==> src/design/frod_fifo.sv <==
// Small first-in first-out queue of packed words.
// Depends on nothing but its parameters.
module frod_fifo #(
  parameter int WIDTH = 8,
  parameter int DEPTH = 2
) (
  input  logic             clk,
  input  logic             rst_n,
  input  logic             push,
  input  logic [WIDTH-1:0] push_data,
  output logic             full,
  input  logic             pop,
  output logic [WIDTH-1:0] pop_data,
  output logic             empty
);
  localparam int IW = (DEPTH > 1) ? $clog2(DEPTH) : 1;
  localparam int CW = $clog2(DEPTH + 1);

  logic [WIDTH-1:0] slot_r [DEPTH];
  logic [IW-1:0]    wp_r, rp_r;
  logic [CW-1:0]    cnt_r;
  logic             do_push, do_pop;

  assign full     = (cnt_r == CW'(DEPTH));
  assign empty    = (cnt_r == '0);
  assign do_push  = push && !full;
  assign do_pop   = pop && !empty;
  assign pop_data = slot_r[rp_r];

  always_ff @(posedge clk) begin
    if (do_push) begin
      slot_r[wp_r] <= push_data;
    end
  end

  always_ff @(posedge clk) begin
    if (!rst_n) begin
      wp_r  <= '0;
      rp_r  <= '0;
      cnt_r <= '0;
    end else begin
      if (do_push) begin
        wp_r <= (wp_r == IW'(DEPTH - 1)) ? '0 : wp_r + 1'b1;
      end
      if (do_pop) begin
        rp_r <= (rp_r == IW'(DEPTH - 1)) ? '0 : rp_r + 1'b1;
      end
      if (do_push && !do_pop) begin
        cnt_r <= cnt_r + 1'b1;
      end else if (do_pop && !do_push) begin
        cnt_r <= cnt_r - 1'b1;
      end
    end
  end

endmodule

==> config.mk <==
export PLATFORM = sky130hd
export DESIGN_NAME = frod_fifo
export DESIGN_NICKNAME = d
export VERILOG_FILES = /design/src/design/frod_fifo.sv
export SDC_FILE = /design/constraint.sdc
export NUM_CORES = 1
export LEC_CHECK = 0
export ABC_AREA = 0
export BUFFER_PORTS_ARGS = -buffer_cell sky130_fd_sc_hd__buf_2
export CELL_PAD_IN_SITES_DETAIL_PLACEMENT = 0
export CELL_PAD_IN_SITES_GLOBAL_PLACEMENT = 2
export CORE_MARGIN = 2
export CORE_UTILIZATION = 32
export CTS_BUF_LIST = sky130_fd_sc_hd__clkbuf_2
export CTS_CLUSTER_DIAMETER = 120
export CTS_CLUSTER_SIZE = 8
export DETAILED_ROUTE_END_ITERATION = 6
export PLACE_DENSITY = 0.85
export SLEW_MARGIN = 20
export SYNTH_ARGS = -nofsm -noshare
export SYNTH_HDL_FRONTEND = slang
export SYNTH_SLANG_ARGS = --single-unit
==> constraint.sdc <==
create_clock -name clk -period 1.6 [get_ports clk]
set_clock_uncertainty 0.05 [all_clocks]
set_input_delay 0.24 -clock clk [delete_from_list [all_inputs] [get_ports clk]]
set_output_delay 0.24 -clock clk [all_outputs]
set_load 0.01 [all_outputs]
# ---- Yosys cells after proc, flatten, opt, wreduce, memory -nomap -nowiden
# Memory sizes are Yosys's and may differ from the RTL's. A register that Yosys moved wholly into a read port is not among the register bits.
# Cells that the tools add are included.
# W data, S select, Z words.
dict set report word_totals {
  reg_bits 4
  ram_bits 16
  output_inout_bits 10
  memories 1
}
# name words word_bits rd rd_ports_with_merged_regs write_ports line_no
set mem_list {}
lappend mem_list {slot_r 2 8 1 1 1 19} ;# logic [WIDTH-1:0] slot_r [DEPTH];
dict set report op_classes {
  addsub 4
  eq_ne 1
  n_mux 8
  n_reduce_logical 10
}
# cell n
set ops {}
lappend ops {{$mux W1} 6}
lappend ops {{$logic_and A1 B1 Y1} 4}
lappend ops {{$logic_not A1 Y1} 4}
lappend ops {{$mux W2} 2}
lappend ops {{$add A1 B1 Y1 const B} 2}
lappend ops {{$add A2 B1 Y2 const B} 1}
lappend ops {{$eq A2 B2 Y1 const B} 1}
lappend ops {{$logic_not A2 Y1} 1}
lappend ops {{$reduce_bool A2 Y1} 1}
lappend ops {{$sub A2 B1 Y2 const B} 1}

# ---- Longest topological paths before layout
dict set report logic_depth {
  depth_word 7
  ltp_mapped 7
  depth_no_buf 7
}

# ---- Worst setup path before layout
# No wires, ideal clock.
dict set report synth_timing {
  path_kind {reg-to-reg}
  from {register cnt_r[0]}
  to {register cnt_r[1]}
  setup_time_ns 0.070
  t_arrival_ns 1.401
  setup_slack_ns 0.079
  path_stages_with_launch 7
  path_buffers 0
  path_cell_list {dfxtp_1 > nand2b_1 > inv_2 > nor2_1 > ha_1 > or3_1 > a21boi_1}
}
dict set report synth_via {
  elab_chain_len 6
  word_cells_on_any_way 15
}
# item line_no
set synth_lines {}
lappend synth_lines {{from (decl)} 21} ;# logic [CW-1:0] cnt_r;
lappend synth_lines {{from (signal assigned)} 49} ;# cnt_r <= cnt_r + 1'b1;
lappend synth_lines {{from (signal assigned)} 51} ;# cnt_r <= cnt_r - 1'b1;
lappend synth_lines {{$eq A2 B2 Y1 (*)} 24} ;# assign full = (cnt_r == CW'(DEPTH));
lappend synth_lines {{net full} 11} ;# output logic full,
lappend synth_lines {{$logic_not A1 Y1 (*)} 26} ;# assign do_push = push && !full;
lappend synth_lines {{$logic_and A1 B1 Y1 (*)} 26}
lappend synth_lines {{$logic_not A1 Y1} 50} ;# end else if (do_pop && !do_push) begin
lappend synth_lines {{$logic_and A1 B1 Y1} 50}
lappend synth_lines {{$reduce_bool A2 Y1 (no line)} --}
# The timed path passes the listed nets; every way through them passes the cells marked *. The select of a mux whose other input is x is not followed.
# A chain may end at the register's enable or synchronous reset.

# ---- Worst setup path after layout
dict set report layout_timing {
  from {register cnt_r[0]}
  to {register cnt_r[1]}
}
dict set report layout_via {
  elab_chain_len 6
  word_cells_on_any_way 15
}
# item line_no
set layout_lines {}
lappend layout_lines {{$eq A2 B2 Y1 / $logic_not A2 Y1 (equally long branches)} {24, 25}}
lappend layout_lines {{$logic_not A1 Y1 (on tied branches)} {26, 27}}
lappend layout_lines {{$logic_and A1 B1 Y1 (on tied branches)} {26, 27}}
lappend layout_lines {{$logic_not A1 Y1 (on tied branches)} {50, 48}}
lappend layout_lines {{$logic_and A1 B1 Y1 (on tied branches)} {50, 48}}
lappend layout_lines {{$reduce_bool A2 Y1 (no line) / $mux W2 (equally long branches)} --}
# Several ways; a longest one is shown, not always the timed one. The select of a mux whose other input is x is not followed.

==> flow_summary.toml <==
[outcome]
outcome = "finished clean"

[clock_tree]
clock_path_buffers = 2
cts_tree = "built"
clock-sinks = 21
clkLatencyLatePin_ps = 300
path_clk_slew_ps = 190
clk_root_buffer_cell = "clkbuf_2"
htreeDepth = 1
cts_buffers = 3
cts_hold_buf = 0

[setup_path]
r2r_slack_ps = 50
startpoint_type = "flip-flop"
crit_path_end_kind = "flip-flop"
cp_max_fo = 4
setup.worst_path.start = "cnt_r[0]"
crit_required_ps = 1800
crit_type = "reg2reg"
r2r-start = "cnt_r[0]"
worstPathArrival_ps = 1760

[synth]
synth_largest_area_cell = "edfxtp_1"
ys_ff_latch = 21
async_flop_share_pct = 0
syn_area_per_cell_um2 = 16.19
synth_top_cell_area_share_pct = 59.35
synth-edff-count = 16
synth_area_um2 = 809.5
synth.area.top_cells = "edfxtp_1, dfxtp_1, mux2_2, and2_1, xnor2_1"
syn_inst = 50
seq_area_frac_synth_pct = 71.72
yosysWarnings = 0
ys.flop_type = "edfxtp_1"
synth.most_common_cell = "edfxtp_1"
syn-num-nets = 63
synth_common_cells = "edfxtp_1, mux2_2, dfxtp_1, and2_1"
yosys.cell_types.count = 20

[placement]
placed_cells = 101
port_buffers = 21
dp_slack_ps = 15.75
dpl-instance-area_um2 = 954.7
place_hpwl_um = 886.3
place.gp.congestion = 0.6259

[sta]
relSlewSlack_pct = 74.05
fin_setup_tns_ps = 0
finalMaxSlewViolations = 0
worst_slack_ps = 46.42
hold_viol_final = 0
finalSetupViolCount = 0
fmax_mhz = 643.7
whs_ps = 57.82
fin_crit_sh_pct = 97.10
fin_crit_ps = 1554
tightestPinTransition_ps = 389.3

[min_path]
hp-class = "in2reg"
hp-start = "push_data[2]"

[grt]
grt_pass1_wl_um = 1704
grt_max_degree = 12
grt_overflow_total = 0
antenna_found_initial = 0
grt_use_total_pct = 8.537
grt_pass1_vias = 401

[route]
first_iter_violations = 15
detail-route-antenna-nets = 0
vias = 446
wl_um = 1273
dr.pass1.iters = 5
vias_per_cell = 4.208
wire_per_inst_um = 12.01
drc = 0

[power]
power_per_cell_area_mw_per_mm2 = 1497
peakVddDrop_mv = 0.7447
p_total_mw = 1.495
p_leak_nw = 0.3956

[die]
initial_core_util_pct = 33.28
coreArea_mm2 = 0.002432
die-area_mm2 = 0.002948
num_rows = 18
top_level_ports = 22
die_width_um = 54.30
die_y_um = 54.30

[job]
maxCapViolCount = 0

[layout]
stdcell_area_um2 = 998.5
layout-drive-gt1-share_pct = 53.95
fin_cells = 106
fin_nets = 90
fin_util_pct = 41.05
area_delta_synth_final_pct = 23.34
diodes = 0
-- critical path, cell delays in order (launching register included) --
cell      delay, ps
dfxtp_4         400
nand2b_4        140
inv_2            70
nor2_1           40
ha_1            310
or3_1           360
a21boi_1        140
-- sequential cells by signal, summed over array words and instances, names as in the netlist, named ones only --
register	cells
rp_r	1
cnt_r	2
slot_r	16
wp_r	1
-- cell families after synthesis --
group,synth area share (%)
XOR/XNOR,3.246
buffers and inverters,1.544
multiplexers,11.13
AND/OR/NAND/NOR,6.803
flip-flops,71.72
AO/OA/AOI/OAI,4.018
adder cells (fa/ha/maj),1.545
-- routing by layer --
layer | vias to the layer above | share of wire [%] | GRT usage (%)
met5 | - | 0 | 0
met4 | 0 | 0 | 5.000
met3 | 0 | 9.9 | 3.552
met2 | 16 | 46 | 13.45
met1 | 197 | 44 | 9.649
li1 | 233 | - | -
-- power by group --
part | total, mW | switching [mW] | internal, mW | leakage (nW)
Sequential | 0.786 | 0.0763 | 0.709 | 0.192
Clock | 0.217 | 0.150 | 0.0662 | 0.0166
Combinational | 0.493 | 0.224 | 0.268 | 0.187
Total | 1.50 | 0.451 | 1.04 | 0.396
-- placed cells by master (no fill, tap or decap) --
master     n
nor3_2     1
nor2_1     2
and3_1     1
xor2_1     1
xnor2_1    2
a21boi_1   1
buf_4      2
dfxtp_1    2
and2_1     3
o21a_1     1
dfxtp_4    2
o21ai_1    1
ha_1       1
a21boi_0   1
mux2_2     8
nand2b_4   1
inv_1      1
edfxtp_1  16
or3_1      1
o21ai_0    1
dfxtp_2    1
buf_2     21
clkbuf_2   4
inv_2      1
-- layout make-up --
cell class,count,area (um2)
Clock buffer,4,20.02
Fill cell,232,1434
Inverter,2,7.507
Multi-Input combinational cell,26,224.0
Sequential cell,21,589.3
Tap cell,30,37.54
Timing Repair Buffer,23,120.1
-- worst paths after layout --
check	endpoint	depth (start not counted)
worst max-delay path	cnt_r[1]	6
worst min-delay path	slot_r[1][2]	1
worst max register to register	cnt_r[1]	6
worst min register to register	cnt_r[1]	2
-- timing repair --
item,4_1_cts,5_1_grt
endpoints found under the setup margin,9,9
buffers inserted,0,1
resized for setup,2,4
(Power assumes the default switching activity.)
