==> config.mk <==
export PLATFORM = sky130hd
export DESIGN_NAME = frod_front
export DESIGN_NICKNAME = d
export VERILOG_FILES = /design/src/design/frod_pkg.sv /design/src/design/frod_front.sv
export SDC_FILE = /design/constraint.sdc
export NUM_CORES = 1
export LEC_CHECK = 0
export BUFFER_PORTS_ARGS = -buffer_cell sky130_fd_sc_hd__buf_2
export CAP_MARGIN = 20
export CORE_MARGIN = 4
export CORE_UTILIZATION = 35
export CTS_BUF_LIST = sky130_fd_sc_hd__clkbuf_4 sky130_fd_sc_hd__clkbuf_8 sky130_fd_sc_hd__clkbuf_16
export DETAILED_ROUTE_END_ITERATION = 10
export MAX_ROUTING_LAYER = met4
export PLACE_DENSITY = 0.66
export SLEW_MARGIN = 5
export SYNTH_ARGS = -nofsm -noshare
export SYNTH_HDL_FRONTEND = slang
export SYNTH_SLANG_ARGS = --single-unit
==> constraint.sdc <==
create_clock -name clk -period 2.2 [get_ports clk]
set_input_delay 0.11 -clock clk [delete_from_list [all_inputs] [get_ports clk]]
set_output_delay 0.11 -clock clk [all_outputs]
set_load 0.02 [all_outputs]
==> src/design/frod_pkg.sv <==
// Shared types and constants of the length-prefixed frame ring.
// Used by frod_front, frod_back and frame_ring_drop_oldest.
// No dependencies.
package frod_pkg;

  localparam int FROD_RING_BYTES = 65536;
  localparam int FROD_QDEPTH     = 2;
  localparam logic [15:0] FROD_MAX_LEN_RST = 16'd4096;

  // Raw command codes on the input port
  localparam logic [1:0] CMD_WRITE = 2'd0;
  localparam logic [1:0] CMD_READ  = 2'd1;
  localparam logic [1:0] CMD_CLEAR = 2'd2;

  // Write status codes
  localparam logic [2:0] WS_NONE    = 3'd0;
  localparam logic [2:0] WS_ACCEPT  = 3'd1;
  localparam logic [2:0] WS_COMMIT  = 3'd2;
  localparam logic [2:0] WS_REJECT  = 3'd3;
  localparam logic [2:0] WS_NO_OPEN = 3'd4;
  localparam logic [2:0] WS_ABANDON = 3'd5;

  typedef enum logic [2:0] {
    OP_NOP,
    OP_WR_START,
    OP_WR_APPEND,
    OP_READ,
    OP_CLEAR
  } op_t;

  typedef struct packed {
    op_t         op;
    logic [7:0]  data_byte;
    logic [15:0] frame_len;
    logic        len_ok;
  } cmd_t;

  typedef struct packed {
    logic [7:0]  read_data;
    logic        read_valid;
    logic        frame_end;
    logic        read_restart;
    logic [2:0]  write_status;
    logic [15:0] bytes_used;
    logic [31:0] frames_total;
    logic [31:0] frames_dropped;
  } res_t;

  typedef enum logic [3:0] {
    S_IDLE,
    S_DISPATCH,
    S_ROOM,
    S_HISSUE,
    S_HTAKE,
    S_HEVAL,
    S_WHDR,
    S_WBYTE,
    S_RISSUE,
    S_RTAKE,
    S_DONE
  } bst_t;

endpackage

==> src/design/frod_front.sv <==
// Front end: holds the length limit register and classifies input items.
// Depends on frod_pkg.
module frod_front #(
  parameter int RING_BYTES = frod_pkg::FROD_RING_BYTES
) (
  input  logic           clk,
  input  logic           rst_n,
  input  logic           cfg_valid,
  output logic           cfg_ready,
  input  logic [15:0]    cfg_data,
  input  logic [1:0]     in_command,
  input  logic [7:0]     in_data_byte,
  input  logic           in_first_of_frame,
  input  logic [15:0]    in_frame_len,
  output frod_pkg::cmd_t cmd_o
);
  import frod_pkg::*;

  logic [15:0] max_len_r;

  assign cfg_ready = 1'b1;

  always_ff @(posedge clk) begin
    if (!rst_n) begin
      max_len_r <= FROD_MAX_LEN_RST;
    end else if (cfg_valid) begin
      max_len_r <= cfg_data;
    end
  end

  always_comb begin
    cmd_o.data_byte = in_data_byte;
    cmd_o.frame_len = in_frame_len;
    cmd_o.len_ok    = (in_frame_len != '0) && (in_frame_len <= max_len_r) &&
                      ((32'(in_frame_len) + 32'd4) <= 32'(RING_BYTES - 1));
    case (in_command)
      CMD_WRITE: cmd_o.op = in_first_of_frame ? OP_WR_START : OP_WR_APPEND;
      CMD_READ:  cmd_o.op = OP_READ;
      CMD_CLEAR: cmd_o.op = OP_CLEAR;
      default:   cmd_o.op = OP_NOP;
    endcase
  end

endmodule

### Word-level counts from Yosys, hierarchy flattened

Index checks and enable logic that the tools add are counted.
W data, S select, Z words.

| storage, ports and cells | value |
|---|---|
| register bits after elaboration | 16 |
| input bits | 46 |
| output and inout port bits | 29 |
| word-level logic and storage cells | 12 |

| cells by class | value |
|---|---|
| add/subtract/negate cells | 1 |
| order comparisons | 2 |
| equality and inequality tests | 2 |
| muxes and demuxes | 2 |
| reduce and logical (&&, ||, !) cells | 4 |

Operators with widths:

| operator | count |
|---|---|
| $add A16 B3 Y17 const B | 1 |
| $le A17 B16 Y1 const B | 1 |
| $le A16 B16 Y1 | 1 |
| $reduce_bool A16 Y1 | 1 |
| $pmux W3 S3 | 1 |
| $eq A2 B1 Y1 const B | 1 |
| $eq A2 B2 Y1 const B | 1 |
| $logic_and A1 B1 Y1 | 2 |
| $logic_not A2 Y1 | 1 |
| $mux W2 | 1 |

### Longest topological paths before layout

| logic depth | value |
|---|---|
| depth in word-level cells | 3 |
| gate-level depth with buffers | 7 |
| gate-level depth less buffers | 7 |

### Worst setup path before layout

OpenSTA, ideal clock, no wires.

| path | value |
|---|---|
| kind | register to output |
| start | reg max_len_r[14] |
| end | out cmd_o[0] (netlist name) |
| arrival | 1.882 ns |
| data required time | 2.090 ns |
| setup slack | 0.208 ns |
| stages on the path, launching flop included | 8 |
| path buffers | 0 |
| path through | dfxtp_1 > inv_1 > ha_1 > a21oi_2 > nand2_1 > a221o_1 > or3_1 > a221oi_2 |

RTL lines:

| what | RTL line | RTL |
|---|---|---|
| start: declaration | frod_front.sv:19 | `logic [15:0] max_len_r;` |
| start signal: assignment | frod_front.sv:27 | `max_len_r <= cfg_data;` |
| end: declaration | frod_front.sv:15 | `output frod_pkg::cmd_t cmd_o` |

==> results.rst <==
.. list-table::
   :header-rows: 1

   * - Metric
     - Value
   * - Run status
     - complete, but fails checks
   * - Failing checks
     - negative setup slack
   * - WP data required
     - 2.09 ns
   * - Growth of design area from synthesis to finish
     - 31.1%
   * - Number of clock buffers inserted by TritonCTS
     - 3
   * - Total via count in the routed design
     - 1162
   * - Floorplan die width
     - 70.2 um
   * - Tightest hold margin
     - 0.0996 ns
   * - Total negative slack for setup checks
     - -0.0253 ns
   * - Beginning of the critical path
     - max_len_r[14]$_SDFFE_PN0P_
   * - Count of unresolved DRC violations after routing
     - 0
   * - # IOs
     - 75
   * - Iteration-0 DRC Markers
     - 29
   * - Final Util
     - 48.2%
   * - Top FF cell, synth
     - sky130_fd_sc_hd__dfxtp_1
   * - Final non-filler cell area
     - 1780 um^2
   * - Reg2Reg Depth
     - 3
   * - Hold violation total from the final report
     - 0
   * - Total routing resource utilization after global routing
     - 14.0%
   * - Worst flop-to-flop path endpoint
     - max_len_r[12]$_SDFFE_PN1P_
   * - Nets
     - 264
   * - Placer Congestion
     - 0.758
   * - CP max stage cell
     - sky130_fd_sc_hd__dfxtp_2
   * - Count of flip-flops with a built-in enable after synthesis
     - 0
   * - Number of detailed-route iterations in the first pass
     - 4
   * - Worst-skew pair later-pin latency
     - 0.24 ns
   * - Peak VDD IR
     - 0.000434 V
   * - Count of maximum capacitance violations
     - 0
   * - Post-synthesis instance area
     - 1360 um^2
   * - Inserted Diodes
     - 0
   * - CTS H-tree lvls
     - 1
   * - Cts-stage hold buffer count
     - 0
   * - Clk_skew
     - 0 ns
   * - Cells along the critical path
     - inv_2 -> ha_4 -> nand4_1 -> nor2_2 -> a221o_1 -> or3_1 -> a221oi_2 -> buf_4
   * - Clock sink count
     - 16
   * - Maximum number of pins on one net before global-route repair
     - 18
   * - Number of stages on the worst hold path
     - 3
   * - Number of antenna violations at the first check in global routing
     - 0
   * - Final Power
     - 0.855 mW
   * - Sequential area share after synthesis
     - 23.6%
   * - Core Footprint
     - 3690 um^2
   * - Largest reg by FF count
     - max_len_r
   * - Pins over their slew limit
     - 0
   * - Port Buf Inserts
     - 57
   * - Type of the tightest min-delay check
     - primary input to flop
   * - Remaining antenna violation count after routing
     - 0
   * - Top Registers
     - max_len_r: 16 flops
   * - Proportion of register bits with asynchronous set or reset after synthesis
     - 0%
   * - Root Buffer
     - sky130_fd_sc_hd__clkbuf_8
   * - Number of rows in the core area
     - 22
   * - Filler-free cell count of the finished design
     - 246
   * - Share of the clock period used by the worst path
     - 101%
   * - Kind of capture point of the worst setup path
     - output pin
   * - Setup slack, reg-to-reg
     - 1.49 ns
   * - Largest stage delay, worst path
     - 0.34 ns
   * - Overall die area
     - 4930 um^2
   * - #FFs+latches synth
     - 16
   * - Worst Min Path Start
     - cfg_data[12]
   * - Yosys warns
     - 0
   * - Power density over the cells
     - 481 nW/um^2
   * - Longest Clk Path Bufs
     - 2
   * - Clock transition at the registers of the reported paths
     - 0.06 ns
   * - First-pass GRT wire length
     - 5490 um
   * - Number of nets produced by synthesis
     - 223
   * - Most common library cell in the layout ignoring fill and taps
     - sky130_fd_sc_hd__buf_2
   * - Most frequent cells in the layout
     - sky130_fd_sc_hd__buf_2 (56), sky130_fd_sc_hd__nor2b_1 (17), sky130_fd_sc_hd__mux2i_1 (15)
   * - Vias in the first global route
     - 1177
   * - Setup WS pre-CTS
     - 0.131 ns
   * - Grt ovf
     - 0
   * - Post-DP HPWL
     - 2500 um
   * - Critical path data arrival time
     - 2.12 ns
   * - Fraction of layout cells with a size suffix above 1
     - 53.0%
   * - CTS tree
     - yes
   * - Die Height
     - 70.2 um
   * - Unrepaired setup endpoints after global routing
     - true
   * - Kind of launch point of the worst setup path
     - flop
   * - Initial core utilization
     - 36.7%
   * - Final min period
     - 2.23 ns
   * - Via count normalized by instance count
     - 4.72
   * - Post-detailed-routing wire length
     - 3350 um
   * - Mapped Cells
     - 158
   * - Synth unique cells
     - 30
   * - # placed instances
     - 235
   * - Maximum fanout encountered on the critical timing path
     - 3
   * - Mean Syn Cell Area
     - 8.58 um^2
   * - Final-report setup violation count
     - 1
   * - Hold Path End
     - max_len_r[12]$_SDFFE_PN1P_
   * - Largest register FFs
     - 16
   * - Min setup slack post-route
     - -0.0253 ns
   * - Leakage Power
     - 0.824 nW
   * - Critical register-to-register path startpoint
     - max_len_r[12]$_SDFFE_PN1P_
   * - Startpoint-to-endpoint class of the critical path
     - flop to output pin
   * - Peak Freq
     - 449 MHz
   * - Placed Area
     - 1500 um^2
   * - Final routed wire length divided by cell count
     - 13.6 um
how the worst max path moves through the flow:
stage               end  slack, ns  depth (start not counted)
2_1_floorplan  cmd_o[0]       0.21                          7
3_3_place_gp   cmd_o[0]       0.15                          8
3_5_place_dp   cmd_o[0]       0.13                          8
4_1_cts        cmd_o[0]      -0.03                          8
5_1_grt        cmd_o[0]      -0.15                          8
6_report       cmd_o[0]      -0.03                          8
repair_timing:
| item | CTS | global route |
|---|---|---|
| buffers inserted | 5 | 2 |
| endpoints found under the hold margin | 0 | 0 |
| pin swaps | 13 | 13 |
| resized for setup | 31 | 6 |
| setup endpoints to repair | 1 | 1 |
report_power, final:
| group | total (mW) | switching [mW] | internal (mW) |
|---|---|---|---|
| registers | 0.320 | 0.00986 | 0.310 |
| clock network | 0.255 | 0.0964 | 0.158 |
| logic | 0.280 | 0.148 | 0.133 |
| total | 0.855 | 0.254 | 0.601 |
worst max-delay path, delay by kind of cell, from the launching register on:
kind / cells / cell delay, ns
DFF: 1 / 0.34
AOI/OAI and AO/OA: 2 / 0.56
and+or+nand+nor: 3 / 0.53
adders and majority gates: 1 / 0.22
buffers and inverters: 2 / 0.22
cells in the mapped netlist (3+ instances only):
cell type | n | share of area [%]
sky130_fd_sc_hd__nand4_1 | 6 | 2.8
sky130_fd_sc_hd__inv_1 | 19 | 5.3
sky130_fd_sc_hd__mux2i_1 | 15 | 11
sky130_fd_sc_hd__a21oi_1 | 6 | 2.2
sky130_fd_sc_hd__nand3_1 | 3 | 1.1
sky130_fd_sc_hd__dfxtp_1 | 16 | 24
sky130_fd_sc_hd__buf_4 | 25 | 14
sky130_fd_sc_hd__o21ai_0 | 3 | 1.1
sky130_fd_sc_hd__nand2_1 | 5 | 1.4
sky130_fd_sc_hd__nor2b_1 | 17 | 7.8
sky130_fd_sc_hd__nor4_1 | 3 | 1.4
sky130_fd_sc_hd__ha_1 | 19 | 18
cell families after synthesis:
logic type / after synthesis / share of synthesized area (%)
buf+inv: 47 / 20.1
simple gates: 44 / 19.2
fa+ha+maj: 19 / 17.5
flops: 16 / 23.6
compound gates: 15 / 7.48
mux: 15 / 11.1
other cells: 1 / 0.277
xor+xnor: 1 / 0.646
routing by layer:
layer,track usage [%],routed length (um),part of all wire [%]
met1,17.6,1380,41
met2,23.3,1650,49
met3,2.73,294,8.8
met4,2.98,33,0.99
met5,-,0,0
final cells by class:
cell class	instances	area [um^2]
Timing Repair Buffer	64	340
Inverter	19	71.3
Sequential cell	16	335
Clock buffer	4	55.1
Tap cell	48	60.1
Multi-Input combinational cell	95	915
Fill cell	389	1910
No activity file was read; power rests on OpenSTA's default activity.
